$ cat src/pks_pkg.sv
package pks_pkg;

    localparam int TIMER_BITS = 16;
    localparam int CFG_INDEX_BITS = 4;
    localparam int BLINK_BITS = 4;

    typedef logic [TIMER_BITS-1:0] timer_t;
    typedef logic [BLINK_BITS-1:0] blink_t;

    localparam timer_t TIMER_MAX = {TIMER_BITS{1'b1}};
    localparam timer_t POWERDOWN_PULSE = TIMER_BITS'(500);

    typedef enum logic [CFG_INDEX_BITS-1:0] {
        CFG_KILL_MIN_HOLD    = 4'd0,
        CFG_KILL_TIMEOUT     = 4'd1,
        CFG_EDGE_DEBOUNCE    = 4'd2,
        CFG_HIGH_BEFORE_EDGE = 4'd3,
        CFG_INHIBIT_MAX      = 4'd4,
        CFG_BLINK_COUNT      = 4'd5,
        CFG_BLINK_ON_TIME    = 4'd6,
        CFG_BLINK_OFF_TIME   = 4'd7
    } cfg_index_t;

    typedef struct packed {
        timer_t kill_min_hold;
        timer_t kill_timeout;
        timer_t edge_debounce;
        timer_t high_before_edge;
        timer_t inhibit_max;
        blink_t blink_count;
        timer_t blink_on_time;
        timer_t blink_off_time;
    } cfg_t;

    localparam cfg_t CFG_RESET = '{
        kill_min_hold:    TIMER_BITS'(10),
        kill_timeout:     TIMER_BITS'(1000),
        edge_debounce:    TIMER_BITS'(10),
        high_before_edge: TIMER_BITS'(10),
        inhibit_max:      TIMER_BITS'(1000),
        blink_count:      BLINK_BITS'(3),
        blink_on_time:    TIMER_BITS'(120),
        blink_off_time:   TIMER_BITS'(120)
    };

    typedef enum logic [1:0] {
        LED_IDLE      = 2'd0,
        LED_BLINK_ON  = 2'd1,
        LED_BLINK_OFF = 2'd2,
        LED_LONG      = 2'd3
    } led_phase_t;

    typedef struct packed {
        logic rise;
        logic fall;
    } pg_edge_t;

    function automatic timer_t sat_inc(input timer_t x);
        return (x == TIMER_MAX) ? TIMER_MAX : x + timer_t'(1);
    endfunction

endpackage

$ cat src/pks_cfg.sv
module pks_cfg (
    input  logic                                clk,
    input  logic                                rst_n,
    input  logic                                cfg_valid,
    output logic                                cfg_ready,
    input  logic [pks_pkg::CFG_INDEX_BITS-1:0]  cfg_index,
    input  logic [pks_pkg::TIMER_BITS-1:0]      cfg_data,
    output pks_pkg::cfg_t                       cfg
);
    import pks_pkg::*;

    cfg_t cfg_reg;
    cfg_t cfg_next;

    assign cfg_ready = 1'b1;
    assign cfg = cfg_reg;

    always_comb
    begin
        cfg_next = cfg_reg;
        if (cfg_valid)
        begin
            unique case (cfg_index)
                CFG_KILL_MIN_HOLD:    cfg_next.kill_min_hold = cfg_data;
                CFG_KILL_TIMEOUT:     cfg_next.kill_timeout = cfg_data;
                CFG_EDGE_DEBOUNCE:    cfg_next.edge_debounce = cfg_data;
                CFG_HIGH_BEFORE_EDGE: cfg_next.high_before_edge = cfg_data;
                CFG_INHIBIT_MAX:      cfg_next.inhibit_max = cfg_data;
                CFG_BLINK_COUNT:      cfg_next.blink_count = cfg_data[BLINK_BITS-1:0];
                CFG_BLINK_ON_TIME:    cfg_next.blink_on_time = cfg_data;
                CFG_BLINK_OFF_TIME:   cfg_next.blink_off_time = cfg_data;
                default:              cfg_next = cfg_reg;
            endcase
        end
    end

    always_ff @(posedge clk or negedge rst_n)
    begin
        if (!rst_n)
        begin
            cfg_reg <= CFG_RESET;
        end
        else
        begin
            cfg_reg <= cfg_next;
        end
    end

endmodule

$ cat src/pks_kill.sv
module pks_kill (
    input  logic              clk,
    input  logic              rst_n,
    input  logic              accept,
    input  logic              power_good,
    input  logic              int_level,
    input  pks_pkg::cfg_t     cfg,
    output pks_pkg::pg_edge_t pg_edge,
    output logic              kill_next,
    output logic              inhibit_next
);
    import pks_pkg::*;

    logic   prev_pg_reg, prev_pg_next;
    logic   prev_il_reg, prev_il_next;
    logic   high_valid_reg, high_valid_next;
    timer_t high_time_reg, high_time_next;
    logic   inhibit_flag_reg, inhibit_flag_next;
    timer_t inhibit_time_reg, inhibit_time_next;
    timer_t since_edge_reg, since_edge_next;
    logic   kill_active_reg, kill_active_next;
    timer_t kill_time_reg, kill_time_next;

    logic   inh_set;
    logic   kill_set;
    logic   edge_ok;
    timer_t since_inc;
    timer_t kill_time_run;

    assign pg_edge.rise = power_good & ~prev_pg_reg;
    assign pg_edge.fall = ~power_good & prev_pg_reg;

    always_comb
    begin
        high_valid_next = pg_edge.rise ? 1'b1 : (pg_edge.fall ? 1'b0 : high_valid_reg);
        if (pg_edge.rise || pg_edge.fall)
            high_time_next = '0;
        else
            high_time_next = high_valid_reg ? sat_inc(high_time_reg) : high_time_reg;

        inh_set = pg_edge.rise | inhibit_flag_reg;
        if (pg_edge.rise)
            inhibit_time_next = '0;
        else
            inhibit_time_next = inhibit_flag_reg ? sat_inc(inhibit_time_reg)
                                                 : inhibit_time_reg;
        inhibit_flag_next = inh_set && power_good &&
                            (inhibit_time_next < cfg.inhibit_max);

        since_inc = sat_inc(since_edge_reg);
        edge_ok = prev_il_reg && !int_level && (since_inc >= cfg.edge_debounce);
        since_edge_next = edge_ok ? '0 : since_inc;

        kill_time_run = kill_active_reg ? sat_inc(kill_time_reg) : kill_time_reg;
        kill_set = edge_ok && high_valid_next &&
                   (high_time_next >= cfg.high_before_edge) &&
                   !inhibit_flag_next && !kill_active_reg;
        kill_time_next = kill_set ? '0 : kill_time_run;
        kill_active_next = (kill_set || kill_active_reg) &&
                           !((!power_good && kill_time_next >= cfg.kill_min_hold) ||
                             (kill_time_next >= cfg.kill_timeout));

        prev_pg_next = power_good;
        prev_il_next = int_level;
    end

    assign kill_next = kill_active_next;
    assign inhibit_next = inhibit_flag_next;

    always_ff @(posedge clk or negedge rst_n)
    begin
        if (!rst_n)
        begin
            prev_pg_reg      <= 1'b0;
            prev_il_reg      <= 1'b1;
            high_valid_reg   <= 1'b0;
            high_time_reg    <= '0;
            inhibit_flag_reg <= 1'b0;
            inhibit_time_reg <= '0;
            since_edge_reg   <= '0;
            kill_active_reg  <= 1'b0;
            kill_time_reg    <= '0;
        end
        else if (accept)
        begin
            prev_pg_reg      <= prev_pg_next;
            prev_il_reg      <= prev_il_next;
            high_valid_reg   <= high_valid_next;
            high_time_reg    <= high_time_next;
            inhibit_flag_reg <= inhibit_flag_next;
            inhibit_time_reg <= inhibit_time_next;
            since_edge_reg   <= since_edge_next;
            kill_active_reg  <= kill_active_next;
            kill_time_reg    <= kill_time_next;
        end
    end

    a_kill_not_inhibited: assert property (@(posedge clk) disable iff (!rst_n)
        $rose(kill_active_reg) |-> !inhibit_flag_reg)
        else $error("kill asserted while inhibit in force");

    a_kill_needs_high: assert property (@(posedge clk) disable iff (!rst_n)
        $rose(kill_active_reg) |-> high_valid_reg)
        else $error("kill asserted without power-good high");

    a_inhibit_needs_pg: assert property (@(posedge clk) disable iff (!rst_n)
        inhibit_flag_reg |-> prev_pg_reg)
        else $error("inhibit held with power-good low");

    a_high_valid_tracks_pg: assert property (@(posedge clk) disable iff (!rst_n)
        high_valid_reg == prev_pg_reg)
        else $error("high timer validity out of step with power-good");

endmodule

$ cat src/pks_led.sv
module pks_led (
    input  logic              clk,
    input  logic              rst_n,
    input  logic              accept,
    input  pks_pkg::pg_edge_t pg_edge,
    input  pks_pkg::cfg_t     cfg,
    output logic              led_on
);
    import pks_pkg::*;

    led_phase_t phase_reg, phase_next;
    timer_t     timer_reg, timer_next;
    blink_t     blinks_reg, blinks_next;

    led_phase_t phase_cur;
    timer_t     timer_cur;
    blink_t     blinks_cur;
    timer_t     timer_inc;

    // a power-good edge restarts the pattern within the same tick
    always_comb
    begin
        phase_cur  = phase_reg;
        timer_cur  = timer_reg;
        blinks_cur = blinks_reg;
        if (pg_edge.rise)
        begin
            timer_cur = '0;
            if (cfg.blink_count != '0)
            begin
                phase_cur  = LED_BLINK_ON;
                blinks_cur = cfg.blink_count;
            end
            else
            begin
                phase_cur  = LED_IDLE;
                blinks_cur = '0;
            end
        end
        else if (pg_edge.fall)
        begin
            phase_cur  = LED_LONG;
            timer_cur  = '0;
            blinks_cur = '0;
        end
    end

    always_comb
    begin
        timer_inc   = sat_inc(timer_cur);
        phase_next  = phase_cur;
        timer_next  = timer_inc;
        blinks_next = blinks_cur;
        unique case (phase_cur)
            LED_BLINK_ON:
            begin
                if (timer_inc >= cfg.blink_on_time)
                begin
                    timer_next = '0;
                    if (blinks_cur <= blink_t'(1))
                    begin
                        blinks_next = '0;
                        phase_next  = LED_IDLE;
                    end
                    else
                    begin
                        blinks_next = blinks_cur - blink_t'(1);
                        phase_next  = LED_BLINK_OFF;
                    end
                end
            end
            LED_BLINK_OFF:
            begin
                if (timer_inc >= cfg.blink_off_time)
                begin
                    timer_next = '0;
                    phase_next = LED_BLINK_ON;
                end
            end
            LED_LONG:
            begin
                if (timer_inc >= POWERDOWN_PULSE)
                begin
                    timer_next = '0;
                    phase_next = LED_IDLE;
                end
            end
            default:
            begin
                timer_next = '0;
                phase_next = LED_IDLE;
            end
        endcase
    end

    always_comb
    begin
        unique case (phase_cur) inside
            LED_BLINK_ON, LED_LONG: led_on = 1'b1;
            default:                led_on = 1'b0;
        endcase
    end

    always_ff @(posedge clk or negedge rst_n)
    begin
        if (!rst_n)
        begin
            phase_reg  <= LED_IDLE;
            timer_reg  <= '0;
            blinks_reg <= '0;
        end
        else if (accept)
        begin
            phase_reg  <= phase_next;
            timer_reg  <= timer_next;
            blinks_reg <= blinks_next;
        end
    end

endmodule

$ cat src/power_kill_sequencer.sv
// Power kill sequencer. Each request on the s_ stream is one millisecond tick with the
// sampled power-good and interrupt levels; each tick yields exactly one response on the
// m_ stream: kill and inhibit levels at the end of that tick, the LED level within it.
// A tick is taken every clock cycle: the whole tick update is one pass of logic from the
// state registers into the output register, which the sink may stall. The config channel
// (index 0..7, 16-bit data, always ready) must be written only between ticks (unenforced).
module power_kill_sequencer (
    input  logic                                clk,
    input  logic                                rst_n,
    input  logic                                s_tvalid,
    output logic                                s_tready,
    input  logic [7:0]                          s_tdata,   // [0] power_good, [1] int_level
    output logic                                m_tvalid,
    input  logic                                m_tready,
    output logic [7:0]                          m_tdata,   // [0] kill_drive, [1] led_on,
                                                           // [2] inhibit_active
    input  logic                                cfg_valid,
    output logic                                cfg_ready,
    input  logic [pks_pkg::CFG_INDEX_BITS-1:0]  cfg_index,
    input  logic [pks_pkg::TIMER_BITS-1:0]      cfg_data
);
    import pks_pkg::*;

    cfg_t     cfg;
    pg_edge_t pg_edge;
    logic     accept;
    logic     kill_next;
    logic     inhibit_next;
    logic     led_on;

    logic       out_valid_reg, out_valid_next;
    logic [2:0] out_data_reg, out_data_next;

    assign s_tready = ~out_valid_reg | m_tready;
    assign accept   = s_tvalid & s_tready;

    pks_cfg u_cfg (
        .clk       (clk),
        .rst_n     (rst_n),
        .cfg_valid (cfg_valid),
        .cfg_ready (cfg_ready),
        .cfg_index (cfg_index),
        .cfg_data  (cfg_data),
        .cfg       (cfg)
    );

    pks_kill u_kill (
        .clk          (clk),
        .rst_n        (rst_n),
        .accept       (accept),
        .power_good   (s_tdata[0]),
        .int_level    (s_tdata[1]),
        .cfg          (cfg),
        .pg_edge      (pg_edge),
        .kill_next    (kill_next),
        .inhibit_next (inhibit_next)
    );

    pks_led u_led (
        .clk     (clk),
        .rst_n   (rst_n),
        .accept  (accept),
        .pg_edge (pg_edge),
        .cfg     (cfg),
        .led_on  (led_on)
    );

    always_comb
    begin
        out_valid_next = out_valid_reg & ~m_tready;
        out_data_next  = out_data_reg;
        if (accept)
        begin
            out_valid_next = 1'b1;
            out_data_next  = {inhibit_next, led_on, kill_next};
        end
    end

    always_ff @(posedge clk or negedge rst_n)
    begin
        if (!rst_n)
        begin
            out_valid_reg <= 1'b0;
        end
        else
        begin
            out_valid_reg <= out_valid_next;
        end
    end

    always_ff @(posedge clk)
    begin
        out_data_reg <= out_data_next;
    end

    assign m_tvalid = out_valid_reg;
    assign m_tdata  = {5'b0, out_data_reg};

endmodule
$ cat config.mk
export PLATFORM = sky130hd
export DESIGN_NAME = power_kill_sequencer
export DESIGN_NICKNAME = d
export VERILOG_FILES = /design/src/pks_pkg.sv /design/src/pks_cfg.sv /design/src/pks_kill.sv /design/src/pks_led.sv /design/src/power_kill_sequencer.sv
export SDC_FILE = /design/constraint.sdc
export NUM_CORES = 1
export LEC_CHECK = 0
export ABC_AREA = 1
export BUFFER_PORTS_ARGS = -buffer_cell sky130_fd_sc_hd__buf_2
export CORE_ASPECT_RATIO = 0.9
export CORE_MARGIN = 2
export CORE_UTILIZATION = 30
export DETAILED_ROUTE_END_ITERATION = 6
export SETUP_SLACK_MARGIN = 0.2
export SLEW_MARGIN = 20
export SYNTH_ARGS = -nofsm -noshare
export SYNTH_HDL_FRONTEND = slang
export SYNTH_SLANG_ARGS = --single-unit
$ cat constraint.sdc
create_clock -name clk -period 6.6 [get_ports clk]
set_clock_uncertainty 0.1 [all_clocks]
set_input_delay 0.99 -clock clk [delete_from_list [all_inputs] [get_ports clk]]
set_output_delay 0.99 -clock clk [all_outputs]
set_load 0.02 [all_outputs]
# Word level (Yosys, flattened, before mapping)

Index checks and enable logic that the tools add are counted.

Register bits: 211
Logic and storage cells: 127

$add $sub $neg: 6
$lt $le $gt $ge: 9
Eq/ne operators: 15
Muxes and demuxes: 36
Bitwise operators: 10
Reduce and logical (&&, ||, !) cells: 29

Operator list:

| operator                | count |
|---|---|
| $mux W16                | 17 |
| $ge A16 B16 Y1          | 6 |
| $add A16 B1 Y16 const B | 5 |
| $eq A16 B16 Y1 const B  | 5 |
| $pmux W16 S3            | 1 |
| $mux W4                 | 6 |
| $eq A4 B3 Y1 const B    | 4 |
| $ge A16 B9 Y1 const B   | 1 |
| $lt A16 B16 Y1          | 1 |
| $reduce_and A2 Y1       | 8 |
| $mux W2                 | 6 |
| $logic_and A1 B1 Y1     | 10 |
| $eq A4 B2 Y1 const B    | 2 |
| $pmux W2 S3             | 1 |
| $logic_not A1 Y1        | 5 |
| $mux W1                 | 5 |
| $and A1 B1 Y1           | 4 |
| $eq A2 B2 Y1 const B    | 2 |
| $eq A4 B1 Y1 const B    | 1 |
| $le A4 B1 Y1 const B    | 1 |
| $logic_not A4 Y1        | 1 |
| $not A1 Y1              | 4 |
| $reduce_bool A4 Y1      | 1 |
| $sub A4 B1 Y4 const B   | 1 |
| 4 further kinds         | 7 |

# Depth between registers and ports, before layout

Word-level depth: 15
Depth in mapped cells: 34
Gate-level depth less buffers: 33

# Modules after synthesis

From an unflattened synthesis, not the netlist that was laid out.

Cells, all modules: 2007
Area, all modules: 14470.1 um^2

Modules (own cells, without submodules):

| module               | instances | cells an instance | area an instance (um^2) | seq. area each (um^2) |
|---|---|---|---|---|
| pks_kill             | 1         | 986               | 6521.3                  | 1727.9 |
| pks_cfg              | 1         | 544               | 4949.7                  | 2937.8 |
| pks_led              | 1         | 462               | 2822.7                  | 550.5 |
| power_kill_sequencer | 1         | 15                | 176.4                   | 115.1 |

# Worst setup path before layout

No wires, ideal clock.

Path kind: input -> register
Start point: input s_tdata[0]
End point: register out_data_reg[0] (data pin)
Setup time: 0.264 ns
Data arrival time: 4.337 ns
Data required time: 6.236 ns
Setup slack: 1.899 ns
Stages on the path: 25
Path through: inv_1 > ha_1 > clkbuf_1 > inv_1 > a221oi_1 > ha_1 > a21oi_1 > o21ai_0 > nand2_1 > o211ai_1 > nand2_1 > nand3_1 > nand2_1 > nor2_1 > nand3_1 > clkbuf_1 > nand2_1 > inv_1 > ha_1 > nand2_1 > nor2_1 > nand4_1 > o311ai_0 > a21oi_1 > a21boi_0

Cells in the longest elaborated chain, start to end: 14
Elaborated cells between the ends (all ways): 27

RTL lines:

| item                          | RTL line                   | source |
|---|---|---|
| start, declared               | power_kill_sequencer.sv:12 | `input logic [7:0] s_tdata,` |
| $not A1 Y1                    | pks_kill.sv:31             | `assign pg_edge.fall = ~power_good & prev_pg_reg;` |
| $and A1 B1 Y1                 | pks_kill.sv:31             |  |
| $logic_or A1 B1 Y1 (*)        | pks_kill.sv:36             | `if (pg_edge.rise \|\| pg_edge.fall)` |
| $mux W16 (*)                  | pks_kill.sv:36             |  |
| via u_kill.high_time_next[1]  | pks_kill.sv:17             | `timer_t high_time_reg, high_time_next;` |
| $ge A16 B16 Y1 (*)            | pks_kill.sv:56             | `(high_time_next >= cfg.high_before_edge) &&` |
| $logic_and A1 B1 Y1 (*)       | pks_kill.sv:55             | `kill_set = edge_ok && high_valid_next &&` |
| $logic_and A1 B1 Y1 (*)       | pks_kill.sv:56             |  |
| $logic_and A1 B1 Y1 (*)       | pks_kill.sv:57             | `!inhibit_flag_next && !kill_active_reg;` |
| $mux W16 (*)                  | pks_kill.sv:58             | `kill_time_next = kill_set ? '0 : kill_time_run;` |
| via u_kill.kill_time_next[15] | pks_kill.sv:22             | `timer_t kill_time_reg, kill_time_next;` |
| $ge A16 B16 Y1                | pks_kill.sv:60             | `!((!power_good && kill_time_next >= cfg.kill_min_hold) \|\|` |
| $logic_and A1 B1 Y1           | pks_kill.sv:60             |  |
| $logic_or A1 B1 Y1 (*)        | pks_kill.sv:60             |  |
| $logic_not A1 Y1 (*)          | pks_kill.sv:60             |  |
| $logic_and A1 B1 Y1 (*)       | pks_kill.sv:59             | `kill_active_next = (kill_set \|\| kill_active_reg) &&` |
| via kill_next                 | power_kill_sequencer.sv:27 | `logic kill_next;` |
| end signal, assigned          | power_kill_sequencer.sv:93 | `out_data_reg <= out_data_next;` |
| end, declared                 | power_kill_sequencer.sv:32 | `logic [2:0] out_data_reg, out_data_next;` |

Mark *: on every way through the listed nets, which the timed path passes. The rest lies on a longest branch.
A chain may end at the register's enable or synchronous reset.

# Final worst setup path

Start point: register u_kill.since_edge_reg[2]
End point: register out_data_reg[0] (data pin)

Cells in the longest elaborated chain, start to end: 14
Elaborated cells between the ends (all ways): 17

RTL lines:

| item                                              | RTL line                   | source |
|---|---|---|
| start, declared                                   | pks_kill.sv:20             | `timer_t since_edge_reg, since_edge_next;` |
| start signal, assigned                            | pks_kill.sv:92             | `since_edge_reg <= since_edge_next;` |
| $add A16 B1 Y16 or $eq A16 B16 Y1 (tied branches) | pks_pkg.sv:59              | `return (x == TIMER_MAX) ? TIMER_MAX : x + timer_t'(1);` |
| $mux W16 (*)                                      | pks_pkg.sv:59              |  |
| $ge A16 B16 Y1 (*)                                | pks_kill.sv:51             | `edge_ok = prev_il_reg && !int_level && (since_inc >= cfg.edge_debounce);` |
| $logic_and A1 B1 Y1 (*)                           | pks_kill.sv:51             |  |
| $logic_and A1 B1 Y1 (*) (2 in series)             | pks_kill.sv:55             |  |
| $logic_and A1 B1 Y1 (*)                           | pks_kill.sv:56             |  |
| $logic_and A1 B1 Y1 (*)                           | pks_kill.sv:57             |  |
| $mux W16 (*)                                      | pks_kill.sv:58             |  |
| via u_kill.kill_time_next[15]                     | pks_kill.sv:22             |  |
| $ge A16 B16 Y1                                    | pks_kill.sv:60             |  |
| $logic_and A1 B1 Y1                               | pks_kill.sv:60             |  |
| $logic_or A1 B1 Y1 (*)                            | pks_kill.sv:60             |  |
| $logic_not A1 Y1 (*)                              | pks_kill.sv:60             |  |
| $logic_and A1 B1 Y1 (*)                           | pks_kill.sv:59             |  |
| via kill_next                                     | power_kill_sequencer.sv:27 |  |

Marks and branches as above.

==> flow_metrics.tcl <==
set metrics [dict create \
    outcome "completed" \
    dp_hpwl_mm 24.2 \
    num-fill-cells 4723 \
    grt_pass1_wl_mm 56.0 \
    final_common_cell "nand2_1" \
    routedWlPerCell_microns 13.6 \
    synth_flop_cell "dfrtp_1" \
    grt_overflow 0 \
    fin_ws_ns 0.983 \
    grt_pass1_vias 11000 \
    clock_latency_ns 0.55 \
    drv_slew 0 \
    drive_gt1_share_pct 7.93 \
    grt_usage_pct 14.8 \
    maxCapViolCount 0 \
    fin_setup_tns_ns 0 \
    die_area_sq_um 46500 \
    fmax_mhz 178 \
    via_per_inst 4.66 \
    cts_setup_buffers 0 \
    dp_slack_ns 0.667 \
    crit_required_ns 6.79 \
    cp_common_cell "nand3_1" \
    cp.arrival_ns 5.80 \
    dp_cells 2404 \
    setup_viol 0 \
    port-buffer-count 31 \
    cts.sinks 211 \
    cts_buffer_depth 3 \
    holdWs_ns 0.287 \
    final_cell_mix "nand2_1 (467), inv_1 (296), o21ai_0 (201), dfrtp_1 (179), ha_1 (120)" \
    final_area_sq_um 15100 \
    cts_buffers 27 \
    stdcell_count 2453 \
    boundaryPins 44 \
    ys_warn_count 0 \
    ir_drop_v 0.000178 \
    end_kind "flop" \
    antenna_found_initial 0 \
    drtIter0Drc 862 \
    synth_edf_count 3 \
    start_util_pct 30.4 \
    routed_wl_mm 33.4 \
    largest_register_ffs 116 \
    avgSynthCellArea_sq_um 7.42 \
    cts_hold_buf 0 \
    synth_seq_cells 211 \
    antenna_cells 0 \
    cts_root_buf "clkbuf_16" \
    synth_cells 1812 \
    area_delta_synth_final_pct 12.4 \
    cts_tree "built" \
    p_per_area_nw_per_um2 278 \
    totalPowerFinal_mw 4.20 \
    slew_headroom_pct 28.6 \
    path_class "flop to flop" \
    dpl-instance-area_sq_um 14200 \
    globalplace.congestion 0.877 \
    utilization_pct 34.2 \
    rsz0062_at_grt "false" \
    r2r_cells 28 \
    die_x_microns 227 \
    async_flop_share_pct 98.6 \
    rows 73 \
    period_share_pct 85.1 \
    crit_slowest_cell "dfrtp_1" \
    clk_pin_slew_ns 0.06 \
    drc 0 \
    tightest_slew_ns 1.07 \
    fp.dieH_microns 205 \
    first_pass_iters 5 \
    start_kind "flop" \
    drtAntennaViolNets 0 \
    synth-seq-area-share_pct 39.7 \
    final_hold_viol_count 0 \
    synth_area_sq_um 13400 \
    leakagePower_nw 7.80 \
    synth_cell_type_count 47 \
    crit_fanout 20 \
    grt_max_degree 160 \
    cts_resized 0 \
    cpPeakStageDelay_ns 0.39 \
    core_area_sq_um 44200 \
    hp-class "primary input to asynchronous set/reset pin" \
    vias 11400 \
    period_needed_ns 5.62 \
    nets 1986 \
    htree_levels 1 \
]
==> final timing paths <==
path	from	endpoint	slack [ns]
max reg2reg	u_kill.since_edge_reg[2]	out_data_reg[0]	0.98
min	rst_n	u_kill.since_edge_reg[4]	0.29
min reg2reg	u_led.timer_reg[7]	u_led.timer_reg[7]	0.38
max in group asynchronous	rst_n	u_led.blinks_reg[1]	4.89
max	u_kill.since_edge_reg[2]	out_data_reg[0]	0.98
min in group clk	u_led.timer_reg[7]	u_led.timer_reg[7]	0.38
==> routing by layer <==
| layer | vias up | share of wire [%] | GRT usage [%] |
|---|---|---|---|
| li1 | 5875 | - | - |
| met1 | 5337 | 51 | 21.2 |
| met2 | 188 | 44 | 23.6 |
| met3 | 33 | 3.8 | 2.18 |
| met4 | 0 | 1.7 | 3.13 |
| met5 | - | 0 | 0 |
==> cell usage after synthesis (all sizes together) (17+ instances only) <==
library cell,number,area share [%]
a21oi,84,3.1
o21ai,201,7.5
xor2,26,1.7
dfstp,29,5.7
nor2,116,3.4
nand3,95,3.6
dfrtp,179,33
nand2,471,13
o22ai,17,0.79
nor3,31,1.2
clkbuf,43,1.2
ha,120,11
inv,298,8.3
nand4,20,0.93
==> worst max-delay path: cells and delay by family, from the launching register on <==
| kind | cells | cell delay [ns] |
|---|---|---|
| buffers and inverters | 4 | 0.25 |
| AOI/OAI and AO/OA | 3 | 0.73 |
| xor gates and xnor gates | 1 | 0.11 |
| DFF | 1 | 0.39 |
| and+or+nand+nor | 18 | 3.19 |
| adders and majority gates | 2 | 0.58 |
==> where the power goes <==
part | leakage [nW] | internal (mW) | switching [mW]
Clock | 0.429 | 0.855 | 0.579
Combinational | 4.68 | 0.392 | 0.676
Sequential | 2.69 | 1.54 | 0.150
==> area by class of cell <==
| type | instances | area (sq um) | share of cell area, % |
|---|---|---|---|
| multi-input combinational | 1249 | 6780 | 44.8 |
| tap | 600 | 751 | 4.97 |
| timing repair buffer | 42 | 259 | 1.71 |
| clock buffer | 39 | 781 | 5.17 |
| sequential | 211 | 5330 | 35.3 |
| inverter | 302 | 1130 | 7.50 |
| clock inverter | 10 | 81.3 | 0.538 |
==> kinds of logic after synthesis <==
logic type / after synthesis / share of synthesized area [%]
other cells: 2 / 0.0559
simple gates: 759 / 23.8
compound gates: 333 / 13.1
buf+inv: 356 / 10.2
xor+xnor: 31 / 2.02
fa+ha+maj: 120 / 11.2
flops: 211 / 39.7
Power figures use the tool's default switching activity.
